**src/rtl/grouped_max_rating_table_macros.svh**
```systemverilog
// Assertion helpers used by gmrt_back.
`ifndef GROUPED_MAX_RATING_TABLE_MACROS_SVH
`define GROUPED_MAX_RATING_TABLE_MACROS_SVH

// same-cycle implication, disabled while in reset
`define ASSERT_IMP(label, clk, rst_n, ante, cons) \
  label: assert property (@(posedge clk) disable iff (!rst_n) (ante) |-> (cons)) \
    else $error("implication check failed");

// next-cycle implication, disabled while in reset
`define ASSERT_NXT(label, clk, rst_n, ante, cons) \
  label: assert property (@(posedge clk) disable iff (!rst_n) (ante) |=> (cons)) \
    else $error("next-cycle check failed");

`endif

```
**src/rtl/gmrt_pkg.sv**
```systemverilog
package gmrt_pkg;

  localparam int ITEM_W  = 8;
  localparam int GROUP_W = 6;
  localparam int RATE_W  = 24;
  localparam int CMD_W   = 2;

  localparam logic [CMD_W-1:0] CMD_INSERT = 2'd0;
  localparam logic [CMD_W-1:0] CMD_UPDATE = 2'd1;
  localparam logic [CMD_W-1:0] CMD_QUERY  = 2'd2;

  localparam logic STATUS_OK  = 1'b0;
  localparam logic STATUS_ERR = 1'b1;

  localparam int QUEUE_DEPTH = 2;
  localparam int QPTR_W      = (QUEUE_DEPTH > 1) ? $clog2(QUEUE_DEPTH) : 1;

  typedef struct packed {
    logic [CMD_W-1:0]   command;
    logic [ITEM_W-1:0]  item_id;
    logic [GROUP_W-1:0] group_id;
    logic [RATE_W-1:0]  rating;
  } in_t;

  typedef struct packed {
    logic [ITEM_W-1:0] best_item;
    logic              status;
  } out_t;

  typedef enum logic [1:0] {
    OPK_INSERT,
    OPK_UPDATE,
    OPK_QUERY,
    OPK_ERROR
  } op_kind_t;

  typedef struct packed {
    op_kind_t           kind;
    logic [ITEM_W-1:0]  item_id;
    logic [GROUP_W-1:0] group_id;
    logic [RATE_W-1:0]  rating;
  } op_t;

  typedef struct packed {
    logic empty;
    logic full;
  } q_flags_t;

endpackage

```
**src/rtl/gmrt_queue.sv**
```systemverilog
module gmrt_queue import gmrt_pkg::*; (
  input  logic     clk,
  input  logic     rst_n,
  input  logic     push,
  input  op_t      push_op,
  input  logic     pop,
  output op_t      head,
  output q_flags_t flags
);

  op_t                slot_r [QUEUE_DEPTH];
  logic [QPTR_W-1:0]  wr_ptr_r, wr_ptr_nxt;
  logic [QPTR_W-1:0]  rd_ptr_r, rd_ptr_nxt;
  logic [QPTR_W:0]    cnt_r, cnt_nxt;

  localparam logic [QPTR_W-1:0] PTR_LAST = QPTR_W'(QUEUE_DEPTH - 1);
  localparam logic [QPTR_W:0]   CNT_FULL = (QPTR_W + 1)'(QUEUE_DEPTH);

  assign head        = slot_r[rd_ptr_r];
  assign flags.empty = (cnt_r == '0);
  assign flags.full  = (cnt_r == CNT_FULL);

  always_comb begin
    wr_ptr_nxt = wr_ptr_r;
    rd_ptr_nxt = rd_ptr_r;
    cnt_nxt    = cnt_r;
    if (push) begin
      wr_ptr_nxt = (wr_ptr_r == PTR_LAST) ? '0 : wr_ptr_r + 1'b1;
    end
    if (pop) begin
      rd_ptr_nxt = (rd_ptr_r == PTR_LAST) ? '0 : rd_ptr_r + 1'b1;
    end
    if (push && !pop) begin
      cnt_nxt = cnt_r + 1'b1;
    end else if (pop && !push) begin
      cnt_nxt = cnt_r - 1'b1;
    end
  end

  always_ff @(posedge clk) begin
    if (!rst_n) begin
      wr_ptr_r <= '0;
      rd_ptr_r <= '0;
      cnt_r    <= '0;
    end else begin
      wr_ptr_r <= wr_ptr_nxt;
      rd_ptr_r <= rd_ptr_nxt;
      cnt_r    <= cnt_nxt;
    end
    if (push) begin
      slot_r[wr_ptr_r] <= push_op;
    end
  end

endmodule

```
**config.mk**
```make
export PLATFORM = sky130hd
export DESIGN_NAME = gmrt_queue
export DESIGN_NICKNAME = d
export VERILOG_FILES = /design/src/rtl/grouped_max_rating_table_macros.svh /design/src/rtl/gmrt_pkg.sv /design/src/rtl/gmrt_queue.sv
export SDC_FILE = /design/constraint.sdc
export NUM_CORES = 1
export LEC_CHECK = 0
export ABC_AREA = 1
export BUFFER_PORTS_ARGS = -buffer_cell sky130_fd_sc_hd__buf_2
export CORE_UTILIZATION = 30
export CTS_CLUSTER_SIZE = 10
export DETAILED_ROUTE_END_ITERATION = 12
export PLACE_DENSITY_LB_ADDON = 0.25
export SYNTH_ARGS = -nofsm -noshare
export SYNTH_HDL_FRONTEND = slang
export SYNTH_SLANG_ARGS = --single-unit
```
**constraint.sdc**
```tcl
create_clock -name clk -period 8.55 [get_ports clk]
set_clock_uncertainty 0.2 [all_clocks]
set_input_delay 1.71 -clock clk [delete_from_list [all_inputs] [get_ports clk]]
set_output_delay 1.71 -clock clk [all_outputs]
set_load 0.005 [all_outputs]
```
==> run summary <==
The final count of pins violating max slew came to 0. The count of instances resized after the clock tree is built is 0. In this run, the combinational gates consume 8.4% of the power. The worst setup path is launched from a flop. The routed wire length came out at 5441 microns. The power density of the placed cells came out at 218.8 nW/um^2. The number of iterations in the first detailed-routing pass is 4.

The detail-routed net length per standard cell is 13.95 microns. The count of routing violations after the opening detailed-route iteration came out at 32. The worst setup slack for register-to-register paths is 6.76 ns. The filler cell count in the final layout came out at 945.

The quantity of I/O buffers inserted on ports came out at 85. The tree built by TritonCTS fans out to 85 sinks. The final hold violation count was 0.

The launch instance of the worst min-delay path is rd_ptr_r$_SDFFE_PN0P_. For this run, the top clock speed supported by timing is 0.2599 GHz. The post-detailed-route DRC marker count came out at 0.

In this run the worst path has a maximum fanout of 40. The endpoint identified for the worst register-to-register timing path is slot_r[1][12]$_DFFE_PP_. The total number of placement rows is 36. The buffer and inverter count on the worst path is 1. The count of unique library cells instantiated by Yosys is 12. In the final layout, the share of cells above drive strength 1 is 56.03%. Yosys printed 0 warnings. The effective utilization at floorplan is 31.40%. The die covers 10830 sq um. The number of buffers inserted by hold repair at cts came out at 0. From bottom edge to top edge, the die measures 104.1 microns. The number of vias in the routed layout came out at 1657. The longest clock path from root to sink contains 2 buffers. The CTS clock-pin slew for the worst setup and hold paths is 0.09 ns.

The number of enable flip-flop cells after synthesis came out at 80. The core region is 9955 sq um. Yosys attributes the largest share of cell area to sky130_fd_sc_hd__edfxtp_1 (77%), sky130_fd_sc_hd__mux2_2 (14%), sky130_fd_sc_hd__dfxtp_1 (3.2%). The number of antenna violations at the first check in global routing is 0. The net switching component of the power is 193.6 uW. Traced cell by cell, the critical path runs through mux2_2 -> buf_2. The worst setup path is captured at an output port.

The via density per instance is 4.249. Per report_power, the sequential group accounts for 57.7% of the total. The most used flip-flop cell after synthesis is sky130_fd_sc_hd__edfxtp_1. The post-layout utilization of the core came out at 39.10%. Counting the buffers created by CTS gives 9. The instance count on the critical path came out at 2. The clock latency reported for the late side of the worst-skew pair came out at 0.34 ns.

After synthesis, flip-flops and latches occupy 80.06% of the total area. The switching share of total power is 22.73%. The wire length of the first global-routing pass is 8376 microns.

The cell at the root of the clock tree is sky130_fd_sc_hd__clkbuf_8. The path class of the tightest hold or removal check is flop to flop. Among all cell types in the netlist, the one instantiated most often is sky130_fd_sc_hd__edfxtp_1. In this run the critical register-to-register path is launched from wr_ptr_r$_SDFFE_PN0P_. The number of nets produced by synthesis came out at 204.

The remaining max-slew budget at the tightest pin came out at 31.53%. The placed wire-length estimate came out at 3333 microns. Of all cell types, the one taking the most synthesized area is sky130_fd_sc_hd__edfxtp_1. The residual overflow from global routing is 0.

The slowest stage of the critical path is the sky130_fd_sc_hd__dfxtp_2 cell. The synthesized cell area came out at 3125 sq um. The slew of the pin with the lowest slew margin is 1.027 ns. The number of antenna diodes came out at 0.

The data arrival time at the worst-slack endpoint came out at 1.94 ns. The post-synthesis area per instance is 19.66 sq um. The commonest cells after synthesis are sky130_fd_sc_hd__edfxtp_1 (80), sky130_fd_sc_hd__mux2_2 (40), sky130_fd_sc_hd__nor2_1 (9). The worst voltage drop across the vdd grid is 0.09840 mV. The post-CTS setup buffer count came out at 0. The deepest level of the CTS H-tree came out at 3. The final critical delay including setup and external delays is 3.847 ns. The global placer's final weighted congestion came out at 0.6466. The internal power came out at 658.1 uW. The share of synthesized flip-flops with an asynchronous set or reset is 0%. Of the post-synthesis cell area, the dominant cell type holds 76.86%.

After layout, the worst path uses 45.00% of the clock period. For this design the top-level I/O count stands at 86. Entering global routing, the biggest net connects 41 pins.

The global router's overall resource usage came out at 10.41%. In this run the horizontal extent of the chip is 104.1 microns. Setup repair after global routing left no endpoint under its margin. From synthesis to final layout, the design area changed by 24.54%. The via count of the first global-routing pass was 1628. For this run, the slowest stage of the critical path takes 0.99 ns. The number of nets in the layout is 297. In this run the worst setup path terminates at head[29]. The cell family contributing the most delay on the critical path is flip-flops. The worst reg-to-reg path cell count came out at 2. The total negative slack is 0 ns. The worst setup path is of the flop to output port kind.

The antenna violation net count after detailed routing is 0. After layout, the design draws a total of 851.8 uW. The number of max-cap violations is 0. The register bit count reported by yosys came out at 85. At the worst endpoint, the required time is 6.64 ns. The flow ran to the end, and the final reports show no timing, DRC or antenna violations. The instance count of the mapped netlist came out at 159. TritonCTS built the clock tree.

The clock share of power came out at 34.0%. The final number of setup-violating endpoints is 0. The leakage power figure is 1.479 nW.
## sequential cells by signal (all words and copies together) (netlist names), named ones only
register  count
rd_ptr_r      1
slot_r       80
cnt_r         2
wr_ptr_r      1
## cell usage in the layout (no fill, tap or decap)
| cell type | instances |
|---|---|
| sky130_fd_sc_hd__a21oi_1 | 1 |
| sky130_fd_sc_hd__nand3_1 | 1 |
| sky130_fd_sc_hd__dfxtp_1 | 4 |
| sky130_fd_sc_hd__nand2_1 | 8 |
| sky130_fd_sc_hd__inv_6 | 3 |
| sky130_fd_sc_hd__nand4_1 | 1 |
| sky130_fd_sc_hd__bufinv_16 | 1 |
| sky130_fd_sc_hd__buf_2 | 85 |
| sky130_fd_sc_hd__edfxtp_1 | 80 |
| sky130_fd_sc_hd__nor2_4 | 1 |
| sky130_fd_sc_hd__clkinv_4 | 1 |
| sky130_fd_sc_hd__inv_8 | 1 |
| sky130_fd_sc_hd__o21ai_0 | 1 |
| sky130_fd_sc_hd__nor2_1 | 8 |
| sky130_fd_sc_hd__clkinv_1 | 1 |
| sky130_fd_sc_hd__dfxtp_2 | 1 |
| sky130_fd_sc_hd__buf_4 | 1 |
| sky130_fd_sc_hd__clkbuf_8 | 9 |
| sky130_fd_sc_hd__mux2_2 | 40 |
| sky130_fd_sc_hd__ha_1 | 1 |
| sky130_fd_sc_hd__inv_2 | 1 |
| sky130_fd_sc_hd__inv_1 | 7 |
## worst min path at each step
stage | to | slack, ns | cells after the start
3_5_place_dp | flop | 0.28 | 2
3_3_place_gp | rd_ptr_r$_SDFFE_PN0P_ | 0.28 | 2
5_1_grt | flop | 0.35 | 2
4_1_cts | flop | 0.31 | 2
6_report | flop | 0.30 | 2
2_1_floorplan | flop | 0.26 | 2
## cell type report
| class | instances | area [sq um] | share of cell area [%] |
|---|---|---|---|
| inverters | 8 | 30.03 | 0.7715 |
| repair buffers | 86 | 432.9 | 11.12 |
| multi-input cells | 62 | 555.5 | 14.27 |
| well taps | 133 | 166.4 | 4.275 |
| clock buffers | 9 | 123.9 | 3.182 |
| flip-flops and latches | 85 | 2504 | 64.32 |
| clock inverters | 7 | 80.08 | 2.057 |
## logic make-up after synthesis
kind of cell	Yosys count	share of synthesized area, %
flip-flops	85	80.06
multiplexers	40	14.41
AND/OR/NAND/NOR	19	2.402
buffers and inverters	12	2.402
AO/OA/AOI/OAI	2	0.3199
adder cells (fa/ha/maj)	1	0.4003
## power by group through the flow
stage | logic, mW | clock network, mW | registers (mW)
final | 0.0714 | 0.289 | 0.491
after global routing | 0.0792 | 0.315 | 0.495
after CTS | 0.0735 | 0.300 | 0.492
after detailed placement | 0.0730 | 0 | 0.501
after global placement | 0.0716 | 0 | 0.500
after floorplan | 0.0422 | 0 | 0.494
## layer usage
layer,up-vias,part of all wire [%],track usage [%]
met3,10,4.5,2.757
met1,814,46,13.18
li1,785,-,-
met2,48,48,16.14
met4,0,2.3,5.816
met5,-,0,0
## metrics by stage
step | instance area (sq um) | setup WS [ns] | hold WS [ns] | cells
2_1_floorplan | 3126 | 4.479 | 0.2635 | 159
3_3_place_gp | 3689 | 5.041 | 0.2769 | 374
3_5_place_dp | 3689 | 5.028 | 0.2846 | 374
4_1_cts | 3892 | 4.611 | 0.3078 | 390
5_1_grt | 3892 | 4.527 | 0.3531 | 390
6_report | 3892 | 4.703 | 0.2993 | 390
## worst min-delay path, stage by stage (launching register included)
cell	delay (ns)
sky130_fd_sc_hd__dfxtp_1	0.33
sky130_fd_sc_hd__nor2_1	0.05
sky130_fd_sc_hd__nor2_1	0.08
(Power assumes the default switching activity.)
