[config.mk]
export PLATFORM = sky130hd
export DESIGN_NAME = gmrt_front
export DESIGN_NICKNAME = d
export VERILOG_FILES = /design/src/rtl/grouped_max_rating_table_macros.svh /design/src/rtl/gmrt_pkg.sv /design/src/rtl/gmrt_front.sv
export SDC_FILE = /design/constraint.sdc
export NUM_CORES = 1
export LEC_CHECK = 0
export ABC_AREA = 1
export BUFFER_PORTS_ARGS = -buffer_cell sky130_fd_sc_hd__buf_4
export CORE_ASPECT_RATIO = 0.8
export CORE_MARGIN = 1
export CORE_UTILIZATION = 38
export CTS_BUF_LIST = sky130_fd_sc_hd__clkbuf_4 sky130_fd_sc_hd__clkbuf_8
export DETAILED_ROUTE_END_ITERATION = 10
export PLACE_DENSITY_LB_ADDON = 0.12
export SLEW_MARGIN = 40
export SYNTH_ARGS = -nofsm -noshare
export SYNTH_HDL_FRONTEND = slang
export SYNTH_SLANG_ARGS = --single-unit
[constraint.sdc]
create_clock -name clk -period 2.63 [get_ports clk]
set_input_delay 0.1315 -clock clk [delete_from_list [all_inputs] [get_ports clk]]
set_output_delay 0.1315 -clock clk [all_outputs]
set_load 0.005 [all_outputs]
[src/rtl/grouped_max_rating_table_macros.svh]
// Assertion helpers used by gmrt_back.
`ifndef GROUPED_MAX_RATING_TABLE_MACROS_SVH
`define GROUPED_MAX_RATING_TABLE_MACROS_SVH

// same-cycle implication, disabled while in reset
`define ASSERT_IMP(label, clk, rst_n, ante, cons) \
  label: assert property (@(posedge clk) disable iff (!rst_n) (ante) |-> (cons)) \
    else $error("implication check failed");

// next-cycle implication, disabled while in reset
`define ASSERT_NXT(label, clk, rst_n, ante, cons) \
  label: assert property (@(posedge clk) disable iff (!rst_n) (ante) |=> (cons)) \
    else $error("next-cycle check failed");

`endif

[src/rtl/gmrt_pkg.sv]
package gmrt_pkg;

  localparam int ITEM_W  = 8;
  localparam int GROUP_W = 6;
  localparam int RATE_W  = 24;
  localparam int CMD_W   = 2;

  localparam logic [CMD_W-1:0] CMD_INSERT = 2'd0;
  localparam logic [CMD_W-1:0] CMD_UPDATE = 2'd1;
  localparam logic [CMD_W-1:0] CMD_QUERY  = 2'd2;

  localparam logic STATUS_OK  = 1'b0;
  localparam logic STATUS_ERR = 1'b1;

  localparam int QUEUE_DEPTH = 2;
  localparam int QPTR_W      = (QUEUE_DEPTH > 1) ? $clog2(QUEUE_DEPTH) : 1;

  typedef struct packed {
    logic [CMD_W-1:0]   command;
    logic [ITEM_W-1:0]  item_id;
    logic [GROUP_W-1:0] group_id;
    logic [RATE_W-1:0]  rating;
  } in_t;

  typedef struct packed {
    logic [ITEM_W-1:0] best_item;
    logic              status;
  } out_t;

  typedef enum logic [1:0] {
    OPK_INSERT,
    OPK_UPDATE,
    OPK_QUERY,
    OPK_ERROR
  } op_kind_t;

  typedef struct packed {
    op_kind_t           kind;
    logic [ITEM_W-1:0]  item_id;
    logic [GROUP_W-1:0] group_id;
    logic [RATE_W-1:0]  rating;
  } op_t;

  typedef struct packed {
    logic empty;
    logic full;
  } q_flags_t;

endpackage

[src/rtl/gmrt_front.sv]
module gmrt_front import gmrt_pkg::*; #(
  parameter int MAX_ITEMS  = 256,
  parameter int MAX_GROUPS = 64
) (
  input  logic     clk,
  input  logic     rst_n,
  input  logic     in_valid,
  output logic     in_stall,
  input  in_t      in_data,
  input  logic     clearing,
  input  q_flags_t q_flags,
  output logic     push,
  output op_t      push_op
);

  logic     fr_vld_r, fr_vld_nxt;
  op_t      fr_op_r, fr_op_nxt;
  logic     accept;
  logic     id_ok, grp_ok;
  op_kind_t kind;

  assign push     = fr_vld_r && !q_flags.full;
  assign push_op  = fr_op_r;
  assign in_stall = clearing || (fr_vld_r && q_flags.full);
  assign accept   = in_valid && !in_stall;

  assign id_ok  = 32'(in_data.item_id) < 32'(MAX_ITEMS);
  assign grp_ok = 32'(in_data.group_id) < 32'(MAX_GROUPS);

  always_comb begin
    case (in_data.command)
      CMD_INSERT: kind = (id_ok && grp_ok) ? OPK_INSERT : OPK_ERROR;
      CMD_UPDATE: kind = id_ok ? OPK_UPDATE : OPK_ERROR;
      CMD_QUERY:  kind = grp_ok ? OPK_QUERY : OPK_ERROR;
      default:    kind = OPK_ERROR;
    endcase
  end

  always_comb begin
    fr_vld_nxt = fr_vld_r && !push;
    fr_op_nxt  = fr_op_r;
    if (accept) begin
      fr_vld_nxt       = 1'b1;
      fr_op_nxt.kind     = kind;
      fr_op_nxt.item_id  = in_data.item_id;
      fr_op_nxt.group_id = in_data.group_id;
      fr_op_nxt.rating   = in_data.rating;
    end
  end

  always_ff @(posedge clk) begin
    if (!rst_n) begin
      fr_vld_r <= 1'b0;
    end else begin
      fr_vld_r <= fr_vld_nxt;
    end
    fr_op_r <= fr_op_nxt;
  end

endmodule

==> run metrics, run 1 <==
HP Class input pin to flop; drt first pass iters 4; worst vdd ir 0.395 mV; Congestion Overflow GR 0; Fmax achieved 631 MHz; post-synthesis async set-or-reset flop share 0%; flop2flop setup slack 1.04 ns; layout cell share with drive strength beyond 1 66.9%; highest metal used met4; CP Capture Type flop; Logic pwr share 9.0%; count leader, synth edfxtp_1; syn_area_per_cell 24.1 um^2; internal power component 1.01 mW; input/output buffers 86; largest net degree at the start of global routing 23; switching part of the total 18.2%; Top-Level Pins 88; setup TNS after final layout 0 ns; CTS Buf Count 5; share of the synthesized area in the top cell type 94.1%; core area 0.00315 mm^2; number of diodes 0; Slew @ Worst Pin 0.500 ns; Setup-failing EPs final 0; P_sw 0.225 mW; CP top delay family simple AND/OR/NAND/NOR gates; post-synth top area cell edfxtp_1; Slowest-stage cell, CP nor2_4; Avg WL per Cell 12.2 um; Die Width 66.8 um; initial core utilization 40.5%; H-tree Lvls 2; RD Place Congestion 0.610; Die Footprint 0.00360 mm^2; DRC 0; dpl cells 178; Crit path top cell by count nand2_2; Via Count 791; Final ANT Viol Nets 0; power density cells 601 mW/mm^2; DIE HEIGHT 53.8 um; biggest cell delay along the critical path 0.40 ns; Clock transition at path regs 0.07 ns; sequential share of power 61.2%; first-pass GRT wire length 3040 um; CP Launch Type flop; CTS tree built; Clock Tree Buf Depth 2; clock network latency to the later pin of the worst-skew pair 0.28 ns; GRT Total Usage 12.3%; Clock power frac 29.8%; Ys Warns 0; Worst Hold Endpoint push_op[21]$_DFFE_PP_; crit path buf inv count 1; Mapped Area 0.00128 mm^2; post-cts resize count 0; Final Instance Area 0.00206 mm^2; Placed Area 0.00198 mm^2; clock root cell clkbuf_8; cells along the critical path nand2_2 > nand2_2 > nor2_4 > buf_4; synth unique cells 8; Post-synth EDFFs 40; Hold Buf Count CTS 0; DR WL met3 310 um; Final period util 60.3%; top cells by area, synth edfxtp_1 94%, dfxtp_1 1.6%, inv_1 1.2%; P&R area growth vs syn 61.4%; commonest cells in the synthesized netlist 40 x edfxtp_1, 4 x inv_1, 2 x clkbuf_1, 2 x nand2_2, 2 x nor2_1; Pleak 0.879 nW; Seq cells post-synth 41; DRT met1 WL 815 um; Hold Crit Depth 1; metal2 WL 1120 um; Post-CTS Setup Repair Bufs 0; clock skew 0.00614 ns; clk sinks 41; RR Endpoint push_op[10]$_DFFE_PP_; FP Rows 18; worst hold start in_data[21]; Final min period 1.59 ns; WL final 2260 um; Vias/cell 4.28; worst-path maximum fanout 22; vias in the first global route 714; syn_nets 99; Crit path required time 2.58 ns; WP data arrival 1.54 ns; RSZ-0062 raised after global routing no; worst reg-to-reg path cell count 4; critical path class flop to flop; Post-Layout Cell Count 185; MaxCap Viol Count 0; post-synthesis sequential area ratio 95.7%; R2R Path Start fr_vld_r$_SDFF_PN0_; post-detail-place hpwl 1730 um; worst-case headroom to the max-slew limit 66.6%; Final #Nets 191; final hold violations 0; First DRT Iteration DRCs 37; status finished, final reports clean; predominant post-synthesis flop cell edfxtp_1; Cells after Synth 53; Slew Viols, Final 0; initial antenna violation count 0
[through the flow]
step	power, mW	utilization (%)	hold WS (ns)	setup WS (ns)
3_5_place_dp	0.886	62.8	0.311	1.00
4_1_cts	1.25	65.3	0.0194	0.998
5_1_grt	1.28	65.3	0.0119	0.928
2_1_floorplan	0.792	-	0.229	0.0682
3_3_place_gp	0.881	62.8	0.310	1.08
6_report	1.24	65.3	0.0276	1.04
[layer usage]
layer	up-vias	GRT usage, %
met5	-	0
met4	0	3.19
met3	2	7.63
met2	55	20.7
met1	357	13.0
li1	377	-
[final cells by class]
cell class	count	area (um^2)
Tap cell	40	50.0
Clock buffer	6	76.3
Multi-Input combinational cell	6	40.0
Inverter	4	15.0
Timing Repair Buffer	87	653
Fill cell	259	1090
Sequential cell	41	1220
Clock inverter	1	3.75
[power groups by stage]
stage	clock [mW]	combinational (mW)	sequential, mW
2_1_floorplan	0	0.0146	0.777
3_3_place_gp	0	0.110	0.771
3_5_place_dp	0	0.114	0.772
4_1_cts	0.383	0.114	0.758
5_1_grt	0.404	0.120	0.760
6_report	0.369	0.112	0.758
[placed cells by master (no fill, tap or decap)]
cell / Yosys / routed
buf_4: 0 / 87
edfxtp_1: 40 / 40
clkbuf_8: 0 / 5
inv_1: 4 / 4
nand2_2: 2 / 2
nor2_1: 2 / 1
nor2_4: 0 / 1
o21ai_2: 1 / 1
nand2_1: 1 / 1
clkinv_1: 0 / 1
clkbuf_4: 0 / 1
dfxtp_1: 1 / 1
[logic make-up (layout without fill, tap and decap cells)]
kind of cell    count (synthesis)  count (layout)  synth area share [%]
buf+inv                         6              98                  1.76
simple gates                    5               5                  1.86
compound gates                  1               1                 0.686
flops                          41              41                  95.7
[sequential cells by signal, summed over array words and instances, names as in the netlist]
register / flops
fr_vld_r: 1
push_op: 40
[worst max path at each step]
stage | start | to | slack, ns | cells past startpoint
after global placement | fr_vld_r$_SDFF_PN0_ | push_op[37]$_DFFE_PP_ | 1.08 | 4
after floorplan | fr_vld_r$_SDFF_PN0_ | push_op[0]$_DFFE_PP_ | 0.07 | 3
after detailed placement | fr_vld_r$_SDFF_PN0_ | push_op[20]$_DFFE_PP_ | 1.00 | 4
after CTS | fr_vld_r$_SDFF_PN0_ | push_op[15]$_DFFE_PP_ | 1.0 | 4
after global routing | fr_vld_r$_SDFF_PN0_ | push_op[15]$_DFFE_PP_ | 0.93 | 4
final | fr_vld_r$_SDFF_PN0_ | push_op[10]$_DFFE_PP_ | 1.04 | 4
Power figures use the tool's default switching activity.
==> run 2, diff against run 1 <==
--- a/config.mk
+++ b/config.mk
@@ -9,7 +9,7 @@
 export BUFFER_PORTS_ARGS = -buffer_cell sky130_fd_sc_hd__buf_4
 export CORE_ASPECT_RATIO = 0.8
 export CORE_MARGIN = 1
-export CORE_UTILIZATION = 38
+export CORE_UTILIZATION = 42
 export CTS_BUF_LIST = sky130_fd_sc_hd__clkbuf_4 sky130_fd_sc_hd__clkbuf_8
 export DETAILED_ROUTE_END_ITERATION = 10
 export PLACE_DENSITY_LB_ADDON = 0.12
==> constraint.sdc (replaced) <==
create_clock -name clk -period 1.6 [get_ports clk]
set_input_delay 0.08 -clock clk [delete_from_list [all_inputs] [get_ports clk]]
set_output_delay 0.08 -clock clk [all_outputs]
set_load 0.005 [all_outputs]
==> run 2 against run 1 <==
  * Worst hold slack better by 0.061 ns
  * Cell count up 22%
  * Global-route usage up 11 points
  * Sequential power up 65%
  * Clock power up 84%
  * Sequential cell count unchanged
==> run metrics, run 2 (synthesis gave the netlist of run 1 again) <==
Final min period 1.18 ns; internal power component 1.78 mW; Post-Layout Cell Count 225; CP endpoint push_op[16]$_DFFE_PP_; Clock transition at path regs 0.07 ns; critical path class flop to flop; Crit path top cell by count nand2_2; most frequent cells in the layout 86 x buf_4, 41 x dlygate4sd3_1, 40 x edfxtp_1; Final #Nets 232; Clock Tree Buf Depth 2; Final period util 74.0%; RR Endpoint push_op[16]$_DFFE_PP_; Worst setup startpoint fr_vld_r$_SDFF_PN0_; P_sw 0.423 mW; status finished, final reports clean; layout cell share with drive strength beyond 1 52.9%; MaxCap Viol Count 0; input/output buffers 86; Slew Viols, Final 0; Congestion Overflow GR 0; First DRT Iteration DRCs 18; core area 0.00283 mm^2; Fmax achieved 845 MHz; drt first pass iters 4; worst-path maximum fanout 40; leading cell type in the layout, fill and taps excluded buf_4; switching part of the total 19.1%; Top-Level Pins 88; DRC 0; sequential share of power 56.6%; R2R Path Start fr_vld_r$_SDFF_PN0_; Hold Crit Depth 4; WL final 3580 um; number of diodes 0; RSZ-0062 raised after global routing no; biggest cell delay along the critical path 0.33 ns; H-tree Lvls 2; worst-case headroom to the max-slew limit 85.6%; P&R area growth vs syn 95.2%; clock skew 0.00877 ns; largest net degree at the start of global routing 41; Logic pwr share 12.7%; worst vdd ir 0.731 mV; area occupied by multi-input gates 40.0 um^2; Crit. path cell count 4; DIE HEIGHT 51.3 um; power density cells 886 mW/mm^2; first-pass GRT wire length 5040 um; CP top delay family flip-flops; Final ANT Viol Nets 0; post-detail-place hpwl 1810 um; Clock power frac 30.7%; setup TNS after final layout 0 ns; CP Launch Type flop; initial antenna violation count 0; cells along the critical path nand2_2 > nand2_2 > nor2_4 > buf_12; Avg WL per Cell 15.9 um; clock network latency to the later pin of the worst-skew pair 0.29 ns; fillers 125; Pleak 1.06 nW; Vias/cell 4.30; Crit path required time 1.57 ns; initial core utilization 45.1%; Die Footprint 0.00326 mm^2; clk sinks 41; GRT Total Usage 22.8%; Power, Total 2.21 mW; HP Class input pin to flop; WP data arrival 1.16 ns; Slew @ Worst Pin 0.216 ns; RD Place Congestion 0.627; Setup-failing EPs final 0; Slowest-stage cell, CP dfxtp_1; clock root cell clkbuf_8; CP Capture Type flop; flop2flop setup slack 0.42 ns; worst reg-to-reg path cell count 4; FP Rows 17; Die Width 63.6 um; crit path buf inv count 1; FF+latch area 0.00122 mm^2; final hold violations 0; vias in the first global route 972; dpl cells 176; max FFs per register 40; Post-CTS Setup Repair Bufs 0; CTS tree built; Via Count 968; CTS Buf Count 5
[run 2: cell types whose count changed in the layout (fill, tap and decap cells not counted)]
cell and delta:
buf_12 +1, clkinv_1 -1, buf_4 -1, dlygate4sd3_1 +41, clkbuf_4 +2
[run 2: worst reg2reg max path, cell delays in order (launching register included)]
cell	delay, ns
dfxtp_1	0.33
nand2_2	0.09
nand2_2	0.08
nor2_4	0.11
buf_12	0.24
[run 2: worst min-delay path by stage]
stage | from | end | slack (ns)
2_1_floorplan | rst_n | fr_vld_r$_SDFF_PN0_ | 0.18
3_3_place_gp | in_data[19] | push_op[19]$_DFFE_PP_ | 0.26
3_5_place_dp | in_data[25] | push_op[25]$_DFFE_PP_ | 0.26
4_1_cts | clearing | fr_vld_r$_SDFF_PN0_ | 0.05
5_1_grt | clearing | fr_vld_r$_SDFF_PN0_ | 0.08
6_report | clearing | fr_vld_r$_SDFF_PN0_ | 0.09
[run 2: power by group through the flow]
stage / clock [mW] / combinational (mW) / sequential (mW)
2_1_floorplan: 0 / 0.0265 / 1.28
3_3_place_gp: 0 / 0.184 / 1.27
3_5_place_dp: 0 / 0.192 / 1.27
4_1_cts: 0.681 / 0.272 / 1.25
5_1_grt: 0.723 / 0.296 / 1.25
6_report: 0.679 / 0.280 / 1.25
[run 2: area by class of cell]
cell class | instances | area share [%]
inverter | 4 | 0.603
clock buffer | 8 | 3.67
timing repair buffer | 128 | 43.2
sequential | 41 | 49.0
multi-input combinational | 6 | 1.61
tap | 38 | 1.91
[run 2: timing repair]
item                      in CTS  in global routing
resized for setup              0                  0
hold buffers                  41                  0
hold endpoints to repair      41                  0
[run 2: through the flow]
step                worst slack [ns]  hold WS, ns  cell area [um^2]  utilization, %
floorplan                      0.152        0.178              1280               -
global placement               0.519        0.258              1990            70.3
detailed placement             0.446        0.259              1990            70.3
CTS                            0.443       0.0547              2490            88.1
global route                   0.384       0.0837              2490            88.1
finish                         0.416       0.0886              2490            88.1
[run 2: per-layer routing]
metal,share of wire [%],vias to the layer above,GRT usage [%]
met5,0,-,0
met4,0.62,0,7.95
met3,7.9,4,9.82
met2,53,61,40.6
met1,38,441,24.2
li1,-,462,-
